<file path="src/hdl/scfp_pkg.sv">
package scfp_pkg;

    // guard bits carried on the datapath above the input width
    localparam int GUARD_BITS = 2;

endpackage

</file>
<file path="src/hdl/scfp_divider.sv">
// restoring divider, one quotient bit per cycle
module scfp_divider #(
    parameter int W = 16
) (
    input  logic         clk,
    input  logic         rst_n,
    input  logic         start,
    input  logic [W-1:0] dividend,
    input  logic [W-1:0] divisor,
    output logic         done,
    output logic [W-1:0] quotient
);
    localparam int CW = $clog2(W + 1);

    logic [W-1:0]  quo_reg, quo_next;
    logic [W:0]    rem_reg, rem_next;
    logic [W-1:0]  dvs_reg, dvs_next;
    logic [CW-1:0] cnt_reg, cnt_next;
    logic          busy_reg, busy_next;
    logic          done_reg, done_next;
    logic [W:0]    shifted;
    logic [W:0]    diff;

    assign shifted = {rem_reg[W-1:0], quo_reg[W-1]};
    assign diff    = shifted - {1'b0, dvs_reg};

    // one restoring step per cycle
    always_comb
    begin
        quo_next  = quo_reg;
        rem_next  = rem_reg;
        dvs_next  = dvs_reg;
        cnt_next  = cnt_reg;
        busy_next = busy_reg;
        done_next = 1'b0;
        if (start)
        begin
            quo_next  = dividend;
            rem_next  = '0;
            dvs_next  = divisor;
            cnt_next  = CW'(W);
            busy_next = 1'b1;
        end
        else if (busy_reg)
        begin
            if (!diff[W])
            begin
                rem_next = diff;
                quo_next = {quo_reg[W-2:0], 1'b1};
            end
            else
            begin
                rem_next = shifted;
                quo_next = {quo_reg[W-2:0], 1'b0};
            end
            cnt_next = cnt_reg - 1'b1;
            if (cnt_reg == CW'(1))
            begin
                busy_next = 1'b0;
                done_next = 1'b1;
            end
        end
    end

    always_ff @(posedge clk or negedge rst_n)
    begin
        if (!rst_n)
        begin
            busy_reg <= 1'b0;
            done_reg <= 1'b0;
            cnt_reg  <= '0;
        end
        else
        begin
            busy_reg <= busy_next;
            done_reg <= done_next;
            cnt_reg  <= cnt_next;
        end
    end

    always_ff @(posedge clk)
    begin
        quo_reg <= quo_next;
        rem_reg <= rem_next;
        dvs_reg <= dvs_next;
    end

    assign done     = done_reg;
    assign quotient = quo_reg;
endmodule

</file>
<file path="src/hdl/scfp_isqrt.sv">
// bitwise integer square root, one result bit per cycle
module scfp_isqrt #(
    parameter int W = 16
) (
    input  logic                 clk,
    input  logic                 rst_n,
    input  logic                 start,
    input  logic [W-1:0]         value,
    output logic                 done,
    output logic [(W+1)/2-1:0]   root,
    output logic                 exact
);
    localparam int RW = (W + 1) / 2;
    localparam int VW = 2 * RW;
    localparam int CW = $clog2(RW + 1);

    logic [VW-1:0] val_reg, val_next;
    logic [RW+1:0] rem_reg, rem_next;
    logic [RW-1:0] res_reg, res_next;
    logic [CW-1:0] cnt_reg, cnt_next;
    logic          busy_reg, busy_next;
    logic          done_reg, done_next;
    logic [RW+1:0] trial;
    logic [RW+1:0] diff;

    assign trial = {rem_reg[RW-1:0], val_reg[VW-1 -: 2]};
    assign diff  = trial - {res_reg, 2'b01};

    // two input bits shifted in per step
    always_comb
    begin
        val_next  = val_reg;
        rem_next  = rem_reg;
        res_next  = res_reg;
        cnt_next  = cnt_reg;
        busy_next = busy_reg;
        done_next = 1'b0;
        if (start)
        begin
            val_next  = VW'(value);
            rem_next  = '0;
            res_next  = '0;
            cnt_next  = CW'(RW);
            busy_next = 1'b1;
        end
        else if (busy_reg)
        begin
            val_next = {val_reg[VW-3:0], 2'b00};
            if (!diff[RW+1])
            begin
                rem_next = diff;
                res_next = {res_reg[RW-2:0], 1'b1};
            end
            else
            begin
                rem_next = trial;
                res_next = {res_reg[RW-2:0], 1'b0};
            end
            cnt_next = cnt_reg - 1'b1;
            if (cnt_reg == CW'(1))
            begin
                busy_next = 1'b0;
                done_next = 1'b1;
            end
        end
    end

    always_ff @(posedge clk or negedge rst_n)
    begin
        if (!rst_n)
        begin
            busy_reg <= 1'b0;
            done_reg <= 1'b0;
            cnt_reg  <= '0;
        end
        else
        begin
            busy_reg <= busy_next;
            done_reg <= done_next;
            cnt_reg  <= cnt_next;
        end
    end

    always_ff @(posedge clk)
    begin
        val_reg <= val_next;
        rem_reg <= rem_next;
        res_reg <= res_next;
    end

    assign done  = done_reg;
    assign root  = res_reg;
    assign exact = (rem_reg == '0);
endmodule

</file>
<file path="src/hdl/sqrt_continued_fraction_period.sv">
// continued-fraction period of the square root of n
// input channel: n on in_valid/in_ready; one result word per input word on
// out_valid/out_ready carrying root, period and the three flags
// one word is expanded at a time: in_ready is high only while idle
// the root comes from the bitwise square root unit after the word is accepted
// each period term then runs a*q and p*p on a shift-add multiplier and q
// and a on a restoring divider
// a perfect square goes straight to the result; otherwise the terms follow,
// up to 2^PERIOD_WIDTH - 1 terms when saturated
// the next word is accepted the cycle after the result is registered
// a finished result waits in the output register while out_ready is low;
// the next word is expanded meanwhile but cannot be handed off, so the
// input stalls until the register is free
// reset returns the block to idle with no result pending
module sqrt_continued_fraction_period #(
    parameter int N_WIDTH      = 16,
    parameter int PERIOD_WIDTH = 12
) (
    input  logic                       clk,
    input  logic                       rst_n,
    input  logic                       in_valid,
    output logic                       in_ready,
    input  logic [N_WIDTH-1:0]         n,
    output logic                       out_valid,
    input  logic                       out_ready,
    output logic [(N_WIDTH+1)/2-1:0]   root,
    output logic [PERIOD_WIDTH-1:0]    period,
    output logic                       odd_period,
    output logic                       is_square,
    output logic                       period_overflow
);
    import scfp_pkg::*;

    localparam int RW = (N_WIDTH + 1) / 2;
    localparam int DW = N_WIDTH + GUARD_BITS;
    localparam logic [PERIOD_WIDTH-1:0] LIMIT = '1;

    // iteration phases
    typedef enum logic [2:0] {
        PH_IDLE,
        PH_SQRT,
        PH_MULAQ,
        PH_MULPP,
        PH_DIVQ,
        PH_DIVA,
        PH_DONE
    } phase_t;

    phase_t                  ph_reg, ph_next;
    logic [N_WIDTH-1:0]      n_reg, n_next;
    logic [DW-1:0]           r_reg, r_next;
    logic [DW-1:0]           a_reg, a_next;
    logic [DW-1:0]           p_reg, p_next;
    logic [DW-1:0]           q_reg, q_next;
    logic [DW-1:0]           t_reg, t_next;
    logic [DW-1:0]           acc_reg, acc_next;
    logic [DW-1:0]           mc_reg, mc_next;
    logic [DW-1:0]           mp_reg, mp_next;
    logic [PERIOD_WIDTH-1:0] cnt_reg, cnt_next;
    logic                    sq_reg, sq_next;
    logic                    ovf_reg, ovf_next;
    logic                    ov_reg, ov_next;
    logic                    out_valid_reg, out_valid_next;
    logic [RW-1:0]           root_reg, root_next;
    logic [PERIOD_WIDTH-1:0] period_reg, period_next;
    logic                    odd_reg, odd_next;
    logic                    square_reg, square_next;
    logic                    pover_reg, pover_next;

    logic                    sq_start, sq_done, sq_exact;
    logic [RW-1:0]           sq_root;
    logic                    dv_start, dv_done;
    logic [DW-1:0]           dv_dividend, dv_divisor, dv_quo;
    logic [DW-1:0]           p_new;
    logic [DW-1:0]           t_new;

    scfp_isqrt #(.W(N_WIDTH)) u_sqrt (
        .clk(clk), .rst_n(rst_n), .start(sq_start), .value(n),
        .done(sq_done), .root(sq_root), .exact(sq_exact)
    );

    scfp_divider #(.W(DW)) u_div (
        .clk(clk), .rst_n(rst_n), .start(dv_start), .dividend(dv_dividend),
        .divisor(dv_divisor), .done(dv_done), .quotient(dv_quo)
    );

    // p' = a*q - p and n - p'^2 from the finished product
    assign p_new = (acc_reg >= p_reg) ? acc_reg - p_reg : '0;
    assign t_new = (DW'(n_reg) >= acc_reg) ? DW'(n_reg) - acc_reg : '0;

    assign in_ready = (ph_reg == PH_IDLE);

    // control sequencer
    always_comb
    begin
        ph_next        = ph_reg;
        n_next         = n_reg;
        r_next         = r_reg;
        a_next         = a_reg;
        p_next         = p_reg;
        q_next         = q_reg;
        t_next         = t_reg;
        acc_next       = acc_reg;
        mc_next        = mc_reg;
        mp_next        = mp_reg;
        cnt_next       = cnt_reg;
        sq_next        = sq_reg;
        ovf_next       = ovf_reg;
        ov_next        = ov_reg;
        out_valid_next = out_valid_reg;
        root_next      = root_reg;
        period_next    = period_reg;
        odd_next       = odd_reg;
        square_next    = square_reg;
        pover_next     = pover_reg;
        sq_start       = 1'b0;
        dv_start       = 1'b0;
        dv_dividend    = t_reg;
        dv_divisor     = q_reg;
        if (out_valid_reg && out_ready)
            out_valid_next = 1'b0;
        unique case (ph_reg)
            PH_IDLE:
            begin
                if (in_valid)
                begin
                    n_next   = n;
                    ph_next  = PH_SQRT;
                    sq_start = 1'b1;
                end
            end
            PH_SQRT:
            begin
                if (sq_done)
                begin
                    r_next   = DW'(sq_root);
                    a_next   = DW'(sq_root);
                    p_next   = '0;
                    q_next   = DW'(1);
                    cnt_next = '0;
                    sq_next  = sq_exact;
                    ovf_next = 1'b0;
                    acc_next = '0;
                    mc_next  = DW'(sq_root);
                    mp_next  = DW'(1);
                    ph_next  = sq_exact ? PH_DONE : PH_MULAQ;
                end
            end
            PH_MULAQ, PH_MULPP:
            begin
                // one multiplier bit per cycle until no set bits remain
                if (mp_reg != '0)
                begin
                    if (mp_reg[0])
                        acc_next = acc_reg + mc_reg;
                    mc_next = {mc_reg[DW-2:0], 1'b0};
                    mp_next = {1'b0, mp_reg[DW-1:1]};
                end
                else if (ph_reg == PH_MULAQ)
                begin
                    p_next   = p_new;
                    acc_next = '0;
                    mc_next  = p_new;
                    mp_next  = p_new;
                    ph_next  = PH_MULPP;
                end
                else
                begin
                    t_next  = t_new;
                    ph_next = PH_DIVQ;
                end
            end
            PH_DIVQ:
            begin
                // first cycle launches q = (n - p^2)/q
                if (!ov_reg)
                begin
                    dv_start = 1'b1;
                    ov_next  = 1'b1;
                end
                else if (dv_done)
                begin
                    ov_next = 1'b0;
                    q_next  = dv_quo;
                    if (dv_quo == '0)
                    begin
                        ovf_next = 1'b1;
                        cnt_next = LIMIT;
                        ph_next  = PH_DONE;
                    end
                    else
                        ph_next = PH_DIVA;
                end
            end
            PH_DIVA:
            begin
                dv_dividend = r_reg + p_reg;
                dv_divisor  = q_reg;
                if (!ov_reg)
                begin
                    dv_start = 1'b1;
                    ov_next  = 1'b1;
                end
                else if (dv_done)
                begin
                    ov_next  = 1'b0;
                    a_next   = dv_quo;
                    cnt_next = cnt_reg + 1'b1;
                    acc_next = '0;
                    mc_next  = dv_quo;
                    mp_next  = q_reg;
                    if (q_reg == DW'(1))
                        ph_next = PH_DONE;
                    else if (cnt_reg + 1'b1 == LIMIT)
                    begin
                        ovf_next = 1'b1;
                        ph_next  = PH_DONE;
                    end
                    else
                        ph_next = PH_MULAQ;
                end
            end
            PH_DONE:
            begin
                // hand the result to the output register once it is free
                if (!out_valid_reg || out_ready)
                begin
                    out_valid_next = 1'b1;
                    root_next      = r_reg[RW-1:0];
                    period_next    = cnt_reg;
                    odd_next       = !sq_reg && !ovf_reg && cnt_reg[0];
                    square_next    = sq_reg;
                    pover_next     = ovf_reg;
                    ph_next        = PH_IDLE;
                end
            end
            default:
                ph_next = PH_IDLE;
        endcase
    end

    always_ff @(posedge clk or negedge rst_n)
    begin
        if (!rst_n)
        begin
            ph_reg        <= PH_IDLE;
            n_reg         <= '0;
            r_reg         <= '0;
            a_reg         <= '0;
            p_reg         <= '0;
            q_reg         <= '0;
            t_reg         <= '0;
            acc_reg       <= '0;
            mc_reg        <= '0;
            mp_reg        <= '0;
            cnt_reg       <= '0;
            sq_reg        <= 1'b0;
            ovf_reg       <= 1'b0;
            ov_reg        <= 1'b0;
            out_valid_reg <= 1'b0;
            root_reg      <= '0;
            period_reg    <= '0;
            odd_reg       <= 1'b0;
            square_reg    <= 1'b0;
            pover_reg     <= 1'b0;
        end
        else
        begin
            ph_reg        <= ph_next;
            n_reg         <= n_next;
            r_reg         <= r_next;
            a_reg         <= a_next;
            p_reg         <= p_next;
            q_reg         <= q_next;
            t_reg         <= t_next;
            acc_reg       <= acc_next;
            mc_reg        <= mc_next;
            mp_reg        <= mp_next;
            cnt_reg       <= cnt_next;
            sq_reg        <= sq_next;
            ovf_reg       <= ovf_next;
            ov_reg        <= ov_next;
            out_valid_reg <= out_valid_next;
            root_reg      <= root_next;
            period_reg    <= period_next;
            odd_reg       <= odd_next;
            square_reg    <= square_next;
            pover_reg     <= pover_next;
        end
    end

    // result word
    assign out_valid       = out_valid_reg;
    assign root            = root_reg;
    assign period          = period_reg;
    assign odd_period      = odd_reg;
    assign is_square       = square_reg;
    assign period_overflow = pover_reg;
endmodule
</file>
<file path="config.mk">
export PLATFORM = sky130hd
export DESIGN_NAME = sqrt_continued_fraction_period
export DESIGN_NICKNAME = d
export VERILOG_FILES = /design/src/hdl/scfp_pkg.sv /design/src/hdl/scfp_divider.sv /design/src/hdl/scfp_isqrt.sv /design/src/hdl/sqrt_continued_fraction_period.sv
export SDC_FILE = /design/constraint.sdc
export NUM_CORES = 1
export LEC_CHECK = 0
export BUFFER_PORTS_ARGS = -buffer_cell sky130_fd_sc_hd__buf_2
export CAP_MARGIN = 10
export CORE_MARGIN = 2
export CORE_UTILIZATION = 35
export CTS_BUF_LIST = sky130_fd_sc_hd__clkbuf_16
export DETAILED_ROUTE_END_ITERATION = 8
export HOLD_SLACK_MARGIN = 0.05
export MAX_ROUTING_LAYER = met4
export PLACE_DENSITY = 0.49
export SYNTH_ARGS = -nofsm -noshare
export SYNTH_HDL_FRONTEND = slang
export SYNTH_SLANG_ARGS = --single-unit
</file>
<file path="constraint.sdc">
create_clock -name clk -period 3.2 [get_ports clk]
set_clock_uncertainty 0.15 [all_clocks]
set_input_delay 0.16 -clock clk [delete_from_list [all_inputs] [get_ports clk]]
set_output_delay 0.16 -clock clk [all_outputs]
set_load 0.03 [all_outputs]
</file>
==> metrics, run 1 <==
Peak supply drop 337 uV; Post-synth top flop sky130_fd_sc_hd__dfrtp_1; static leakage 8.49 nW; max_slew headroom 0.293; Setup WS post-layout 72.6 ps; Routed Antenna Nets 0; per-cell via count in the routed design 5.27; DRT iter0 DRCs 1,086; Post-Synth Adder-Cell Area 0.0780; DIE AREA 47,100 um2; core box area 45,100 um2; status complete, no violations; via total after detailed routing 13,041; worst hold path type in2async; number of global-route vias before repair 12,957; leading cell types in the layout, fill and taps excluded sky130_fd_sc_hd__nand2_1, sky130_fd_sc_hd__dfrtp_1, sky130_fd_sc_hd__o21ai_0; required time at the worst-slack endpoint 3460 ps; number of buffers on the longest clock path 3; net count reported at finish 1,967; DR top layer met4; Highest Clock Rate 0.320 GHz; share of flip-flops with an asynchronous set or reset 0.680; total of fill cells in the finished design 4,518; RSZ-0062 raised after global routing yes; Final Hold Viols 0; pin count of the biggest net entering global routing 80; Synth warnings 0; share of the cycle needed by the critical path after routing 0.977; post-detailed-placement half-perimeter wirelength 35,100 um; maximum fanout along the worst path 7; minimum period implied by the final worst setup slack 3130 ps; distinct cell type count after synthesis 82; Detailed Routing Iterations Pass 1 7; power per standard cell area 399 nW/um2; DRT met1 WL 22,400 um; flops & latches, synth 275; routability congestion estimate 0.920; count of unresolved DRC violations after routing 0; overall die width 217 um; count of endpoints failing setup in the final report 0; max-cap check violation count 0; first-pass GRT wire length 74,700 um; leading cell type in the layout, fill and taps excluded sky130_fd_sc_hd__nand2_1; dominant combinational cell family by area after synthesis compound AO/OA/AOI/OAI gates; CTS Buf Count 34; TritonCTS clock tree done; Synth Net Count 1,860; Ports 45; routed wire length on met2 21,800 um; netlist area before placement 15,900 um2; layout cells sized above 1 0.133; clk slew on worst S/H paths 60 ps; total detailed-routing wirelength 46,900 um; worst slack after detailed placement -77.5 ps; antenna violations before repair 2; global-route usage over all layers 0.209; final worst hold slack 79.6 ps; Met3 Routed Length 1720 um; Layout Utilization 0.413; buffer cell driving the clock tree root sky130_fd_sc_hd__clkbuf_16; endpoint class of the critical path register; GR Overflow Total 0; Critical Path Start Type register; number of standard-cell rows in the floorplan 78; number of sinks on the clock net 275; area fraction in compound gates after synthesis 0.190; Non-Filler Instances 2,476; critical setup path kind reg2reg; Tightest Pin Transition 1060 ps; average size of a mapped cell 9.11 um2; insertion delay to the later sink of the worst-skew pair 540 ps; sequential share of the synthesized area 0.438; Initial Utilization 0.352; depth of the CTS H-tree 2; number of max-slew violations in the final report 0; post-synthesis cell count 1,744; final antenna diode count 0; arrival time of data at the critical path endpoint 3390 ps; number of enable-type register cells in the synthesized netlist 52; count of buffers inserted at the top-level ports 44; post-placement cell count 2,393; mux cell area share after synthesis 0.0393; XOR/XNOR Fraction of Synth Area 0.0429; share of synthesized cell area in and, or, nand and nor gates 0.166; wire per inst 18.9 um; post-synthesis to final-layout area growth 17.2%; die extent in y 217 um
==> repair_timing <==
| item | in CTS | in global routing |
|---|---|---|
| endpoints found under the setup margin | 16 | 63 |
| hold endpoints to repair | 109 | 0 |
| buffers inserted | 0 | 3 |
| resized for setup | 2 | 32 |
| pin swaps | 1 | 19 |
| hold buffers | 19 | 0 |
==> final timing paths <==
path	cells past startpoint	from	endpoint	slack, ps
hold reg to reg	2	u_sqrt.rem_reg[9]	u_sqrt.rem_reg[9]	320
min in group clk	4	n[4]	n_reg[4]	240
setup / recovery	13	u_div.quotient[17]	u_div.rem_reg[12]	70
hold / removal	2	rst_n	root[6]	80
setup reg to reg	13	u_div.quotient[17]	u_div.rem_reg[12]	70
max in group asynchronous	3	rst_n	period[10]	1890
==> metal layers <==
| layer | vias to the layer above | global-route usage |
|---|---|---|
| met5 | - | - |
| met4 | 0 | 0.0559 |
| met1 | 6291 | 0.281 |
| li1 | 6447 | - |
| met3 | 64 | 0.0260 |
| met2 | 239 | 0.332 |
==> synth_stat cells, types with 26 or more instances <==
| master | n | share of area |
|---|---|---|
| sky130_fd_sc_hd__o21ai_1 | 31 | 0.0098 |
| sky130_fd_sc_hd__nand2_1 | 252 | 0.060 |
| sky130_fd_sc_hd__inv_1 | 112 | 0.026 |
| sky130_fd_sc_hd__and3_1 | 27 | 0.011 |
| sky130_fd_sc_hd__nand3_1 | 41 | 0.013 |
| sky130_fd_sc_hd__dfxtp_1 | 36 | 0.045 |
| sky130_fd_sc_hd__mux2_2 | 26 | 0.018 |
| sky130_fd_sc_hd__o21ai_0 | 141 | 0.044 |
| sky130_fd_sc_hd__a21oi_1 | 106 | 0.033 |
| sky130_fd_sc_hd__mux2i_1 | 32 | 0.020 |
| sky130_fd_sc_hd__clkbuf_1 | 61 | 0.014 |
| sky130_fd_sc_hd__xnor2_1 | 54 | 0.030 |
| sky130_fd_sc_hd__edfxtp_1 | 52 | 0.098 |
| sky130_fd_sc_hd__dfrtp_1 | 187 | 0.29 |
| sky130_fd_sc_hd__nor2_1 | 118 | 0.028 |
| sky130_fd_sc_hd__ha_1 | 91 | 0.072 |
==> stage by stage <==
stage	TNS (ps)	instance area, um2	total power [mW]
finish	0	18600	7.42
global route	-1060	18600	7.66
CTS	0	18500	7.53
detailed placement	-748	17200	3.69
global placement	0	17200	3.69
floorplan	0	15900	3.62
==> area by class of cell <==
cell class                 instances  area [um2]  share of cell area
clock buffer                      35         876              0.0470
timing repair buffer             145        1080              0.0580
inverter                         113         424              0.0228
tap                              600         751              0.0403
multi-input combinational       1282        8330               0.447
sequential                       275        6960               0.374
clock inverter                    26         195              0.0105
==> logic make-up after synthesis <==
group / count (synthesis)
flip-flops: 275
AND/OR/NAND/NOR: 570
XOR/XNOR: 77
AO/OA/AOI/OAI: 480
adder cells (fa/ha/maj): 96
multiplexers: 59
buffers and inverters: 187
==> where the power goes <==
group | internal (mW) | switching (mW) | leakage (nW) | total, mW
Clock | 2.22 | 1.56 | 0.564 | 3.78
Combinational | 0.0297 | 0.0575 | 4.73 | 0.0872
Sequential | 3.55 | 0.0000000000000000403 | 3.20 | 3.55
Total | 5.80 | 1.62 | 8.49 | 7.42
==> worst max-delay path, stage by stage, from the launching register on <==
cell,delay (ps)
sky130_fd_sc_hd__edfxtp_1,400
sky130_fd_sc_hd__inv_2,100
sky130_fd_sc_hd__ha_4,140
sky130_fd_sc_hd__fa_2,210
sky130_fd_sc_hd__nor2b_2,50
sky130_fd_sc_hd__o31a_1,270
sky130_fd_sc_hd__o31ai_2,280
sky130_fd_sc_hd__a31oi_2,150
sky130_fd_sc_hd__a41o_1,270
sky130_fd_sc_hd__o221a_4,240
sky130_fd_sc_hd__xor2_4,250
sky130_fd_sc_hd__buf_6,190
sky130_fd_sc_hd__mux2i_2,220
sky130_fd_sc_hd__a21oi_1,80
Note: power is estimated with default switching activity, not from simulation.
==> run 2: changes to the inputs <==
--- a/config.mk
+++ b/config.mk
@@ -5,7 +5,7 @@
 export SDC_FILE = /design/constraint.sdc
 export NUM_CORES = 1
 export LEC_CHECK = 0
-export BUFFER_PORTS_ARGS = -buffer_cell sky130_fd_sc_hd__buf_2
+export BUFFER_PORTS_ARGS = -buffer_cell sky130_fd_sc_hd__buf_4
 export CAP_MARGIN = 10
 export CORE_MARGIN = 2
 export CORE_UTILIZATION = 35
==> run 2 against run 1 <==
  * The flow now finishes with violations (setup timing)
  * Clock power is 6.3% higher
  * Critical path depth stayed put
  * Final cell count stayed put
  * Non-clock buffer count is 4 lower
  * Power is 3.4% higher
  * Maximum frequency is 3.9% lower
  * Critical path type unchanged
  * Highest routed layer unchanged
==> metrics, run 2 (synthesized netlist as in run 1, its figures left out) <==
RSZ-0062 raised after global routing yes (unchanged); clk slew on worst S/H paths 60 ps (about the same); Critical Path Start Type register (unchanged); Routed Antenna Nets 0 (unchanged); GR Overflow Total 0 (unchanged); TritonCTS clock tree done (unchanged); antenna violations before repair 1 (was 2); via total after detailed routing 13,119 (was 13,041); share of the cycle needed by the critical path after routing 1.02 (was 0.977); global-route usage over all layers 0.209 (about the same); endpoint class of the critical path register (unchanged); arrival time of data at the critical path endpoint 3560 ps (was 3390 ps); peak per-stage delay on the critical path 410 ps (was 400 ps); Detailed Routing Iterations Pass 1 5 (was 7); DIE AREA 47,100 um2 (unchanged); buffer cell driving the clock tree root sky130_fd_sc_hd__clkbuf_16 (unchanged); number of standard-cell rows in the floorplan 78 (unchanged); total of fill cells in the finished design 4,484 (was 4,518); pin count of the biggest net entering global routing 88 (was 80); post-detailed-placement half-perimeter wirelength 35,000 um (was 35,100 um); count of endpoints failing setup in the final report 1 (was 0); setup TNS -55.1 ps (was 0 ps); static leakage 8.48 nW (was 8.49 nW); number of global-route vias before repair 12,916 (was 12,957); die extent in y 217 um (unchanged); Tot Pwr 7.67 mW (was 7.42 mW); critical setup path kind reg2reg (unchanged); number of buffers on the longest clock path 3 (unchanged); layout cells sized above 1 0.132 (was 0.133); number of max-slew violations in the final report 0 (unchanged); wire per inst 19.0 um (was 18.9 um); violations in the final reports setup timing; Ports 45 (unchanged); cell-by-cell trace of the critical path inv_2 > ha_4 > fa_2 > nor2b_2 > o31a_1 > o31ai_2 > a31oi_1 > a41o_1 > o221a_1 > xor2_4 > buf_6 > or4_4 > o311ai_2 (was inv_2 > ha_4 > fa_2 > nor2b_2 > o31a_1 > o31ai_2 > a31oi_2 > a41o_1 > o221a_4 > xor2_4 > buf_6 > mux2i_2 > a21oi_1); net count reported at finish 1,964 (was 1,967); Peak supply drop 354 uV (was 337 uV); worst hold path type in2async (unchanged); core box area 45,100 um2 (unchanged); overall die width 217 um (unchanged); maximum fanout along the worst path 6 (was 7); slowest cell on the critical path sky130_fd_sc_hd__or4_4 (was sky130_fd_sc_hd__edfxtp_1); leading cell types in the layout, fill and taps excluded sky130_fd_sc_hd__nand2_1, sky130_fd_sc_hd__dfrtp_1, sky130_fd_sc_hd__o21ai_0 (unchanged); required time at the worst-slack endpoint 3500 ps (was 3460 ps); post-synthesis to final-layout area growth 18.3% (was 17.2%); depth of the CTS H-tree 2 (unchanged); number of sinks on the clock net 275 (unchanged); total detailed-routing wirelength 47,000 um (was 46,900 um); max-cap check violation count 0 (unchanged); DRT iter0 DRCs 1,010 (was 1,086); Setup WS post-layout -55.1 ps (was 72.6 ps); count of buffers inserted at the top-level ports 44 (unchanged); status finished, violations left (was complete, no violations); insertion delay to the later sink of the worst-skew pair 550 ps (was 540 ps); CTS Buf Count 35 (was 34); minimum period implied by the final worst setup slack 3260 ps (was 3130 ps); count of unresolved DRC violations after routing 0 (unchanged); routability congestion estimate 0.901 (was 0.920); per-cell via count in the routed design 5.30 (was 5.27); first-pass GRT wire length 74,400 um (was 74,700 um); Initial Utilization 0.352 (unchanged); leading cell type in the layout, fill and taps excluded sky130_fd_sc_hd__nand2_1 (unchanged); Final Hold Viols 0 (unchanged); power per standard cell area 408 nW/um2 (was 399 nW/um2); Tightest Pin Transition 1140 ps (was 1060 ps); Highest Clock Rate 0.307 GHz (was 0.320 GHz); max_slew headroom 0.236 (was 0.293)
[run 2: cell types whose count changed in the layout (fill, tap and decap cells not counted), moves of 2 or more]
cell	change
sky130_fd_sc_hd__clkinv_2	-5
sky130_fd_sc_hd__buf_6	+2
sky130_fd_sc_hd__buf_2	-43
sky130_fd_sc_hd__diode_2	+2
sky130_fd_sc_hd__a21oi_1	+2
sky130_fd_sc_hd__clkbuf_16	+2
sky130_fd_sc_hd__a21oi_2	-2
sky130_fd_sc_hd__buf_4	+37
sky130_fd_sc_hd__inv_1	-2
sky130_fd_sc_hd__clkinv_1	+2
sky130_fd_sc_hd__clkinvlp_4	+2
[run 2: worst paths after layout]
path / end / depth (start not counted) / slack [ps] / startpoint
setup / recovery: u_div.rem_reg[0] / 13 / -60 / u_div.quotient[17]
hold / removal: root[6] / 2 / 110 / rst_n
setup reg to reg: u_div.rem_reg[0] / 13 / -60 / u_div.quotient[17]
hold reg to reg: u_sqrt.rem_reg[9] / 2 / 320 / u_sqrt.rem_reg[9]
max in group asynchronous: t_reg[11] / 3 / 1890 / rst_n
min in group clk: n_reg[4] / 4 / 210 / n[4]
[run 2: routing by layer]
| layer | global-route usage | up-vias | share of wire |
|---|---|---|---|
| li1 | - | 6430 | - |
| met3 | 0.0307 | 87 | 0.044 |
| met5 | - | - | 0 |
| met4 | 0.0836 | 0 | 0.036 |
| met1 | 0.279 | 6320 | 0.47 |
| met2 | 0.319 | 282 | 0.45 |
[run 2: layout make-up]
type,count,area [um2],area share
multi-input combinational,1282,8320,0.443
timing repair buffer,141,1160,0.0620
antenna,2,5.00,0.000266
inverter,113,424,0.0226
clock buffer,37,926,0.0493
tap,600,751,0.0400
clock inverter,26,240,0.0128
sequential,275,6960,0.371
[run 2: what timing repair did]
action	in CTS	in global routing
hold endpoints to repair	120	0
hold buffers	19	0
gates resized for setup	2	33
buffers inserted	2	1
pin swaps	1	24
setup endpoints to repair	18	41
[run 2: through the flow]
| stage | instance area [um2] | instances | setup WS, ps | hold WS, ps | util |
|---|---|---|---|---|---|
| finish | 18800 | 2476 | -55.1 | 109 | 0.417 |
| global route | 18800 | 2475 | -178 | 184 | 0.417 |
| CTS | 18600 | 2473 | -12.7 | 161 | 0.414 |
| detailed placement | 17300 | 2389 | -70.2 | 143 | 0.383 |
| global placement | 17300 | 2389 | -2.27 | 147 | 0.383 |
| floorplan | 15900 | 1744 | 207 | -286 | - |
[run 2: critical path, delay by kind of cell (launching register included)]
family          cells  cell delay [ps]
buf+inv             2              240
xor+xnor            1              210
flops               1              400
fa+ha+maj           2              360
simple gates        2              460
compound gates      6             1340
[run 2: power breakdown]
| part | total (mW) | switching (mW) | leakage (nW) | internal, mW |
|---|---|---|---|---|
| logic | 0.0932 | 0.0583 | 4.70 | 0.0349 |
| clock network | 4.02 | 1.61 | 0.587 | 2.42 |
| registers | 3.55 | 0.0000000000000000373 | 3.20 | 3.55 |
| total | 7.67 | 1.66 | 8.48 | 6.01 |
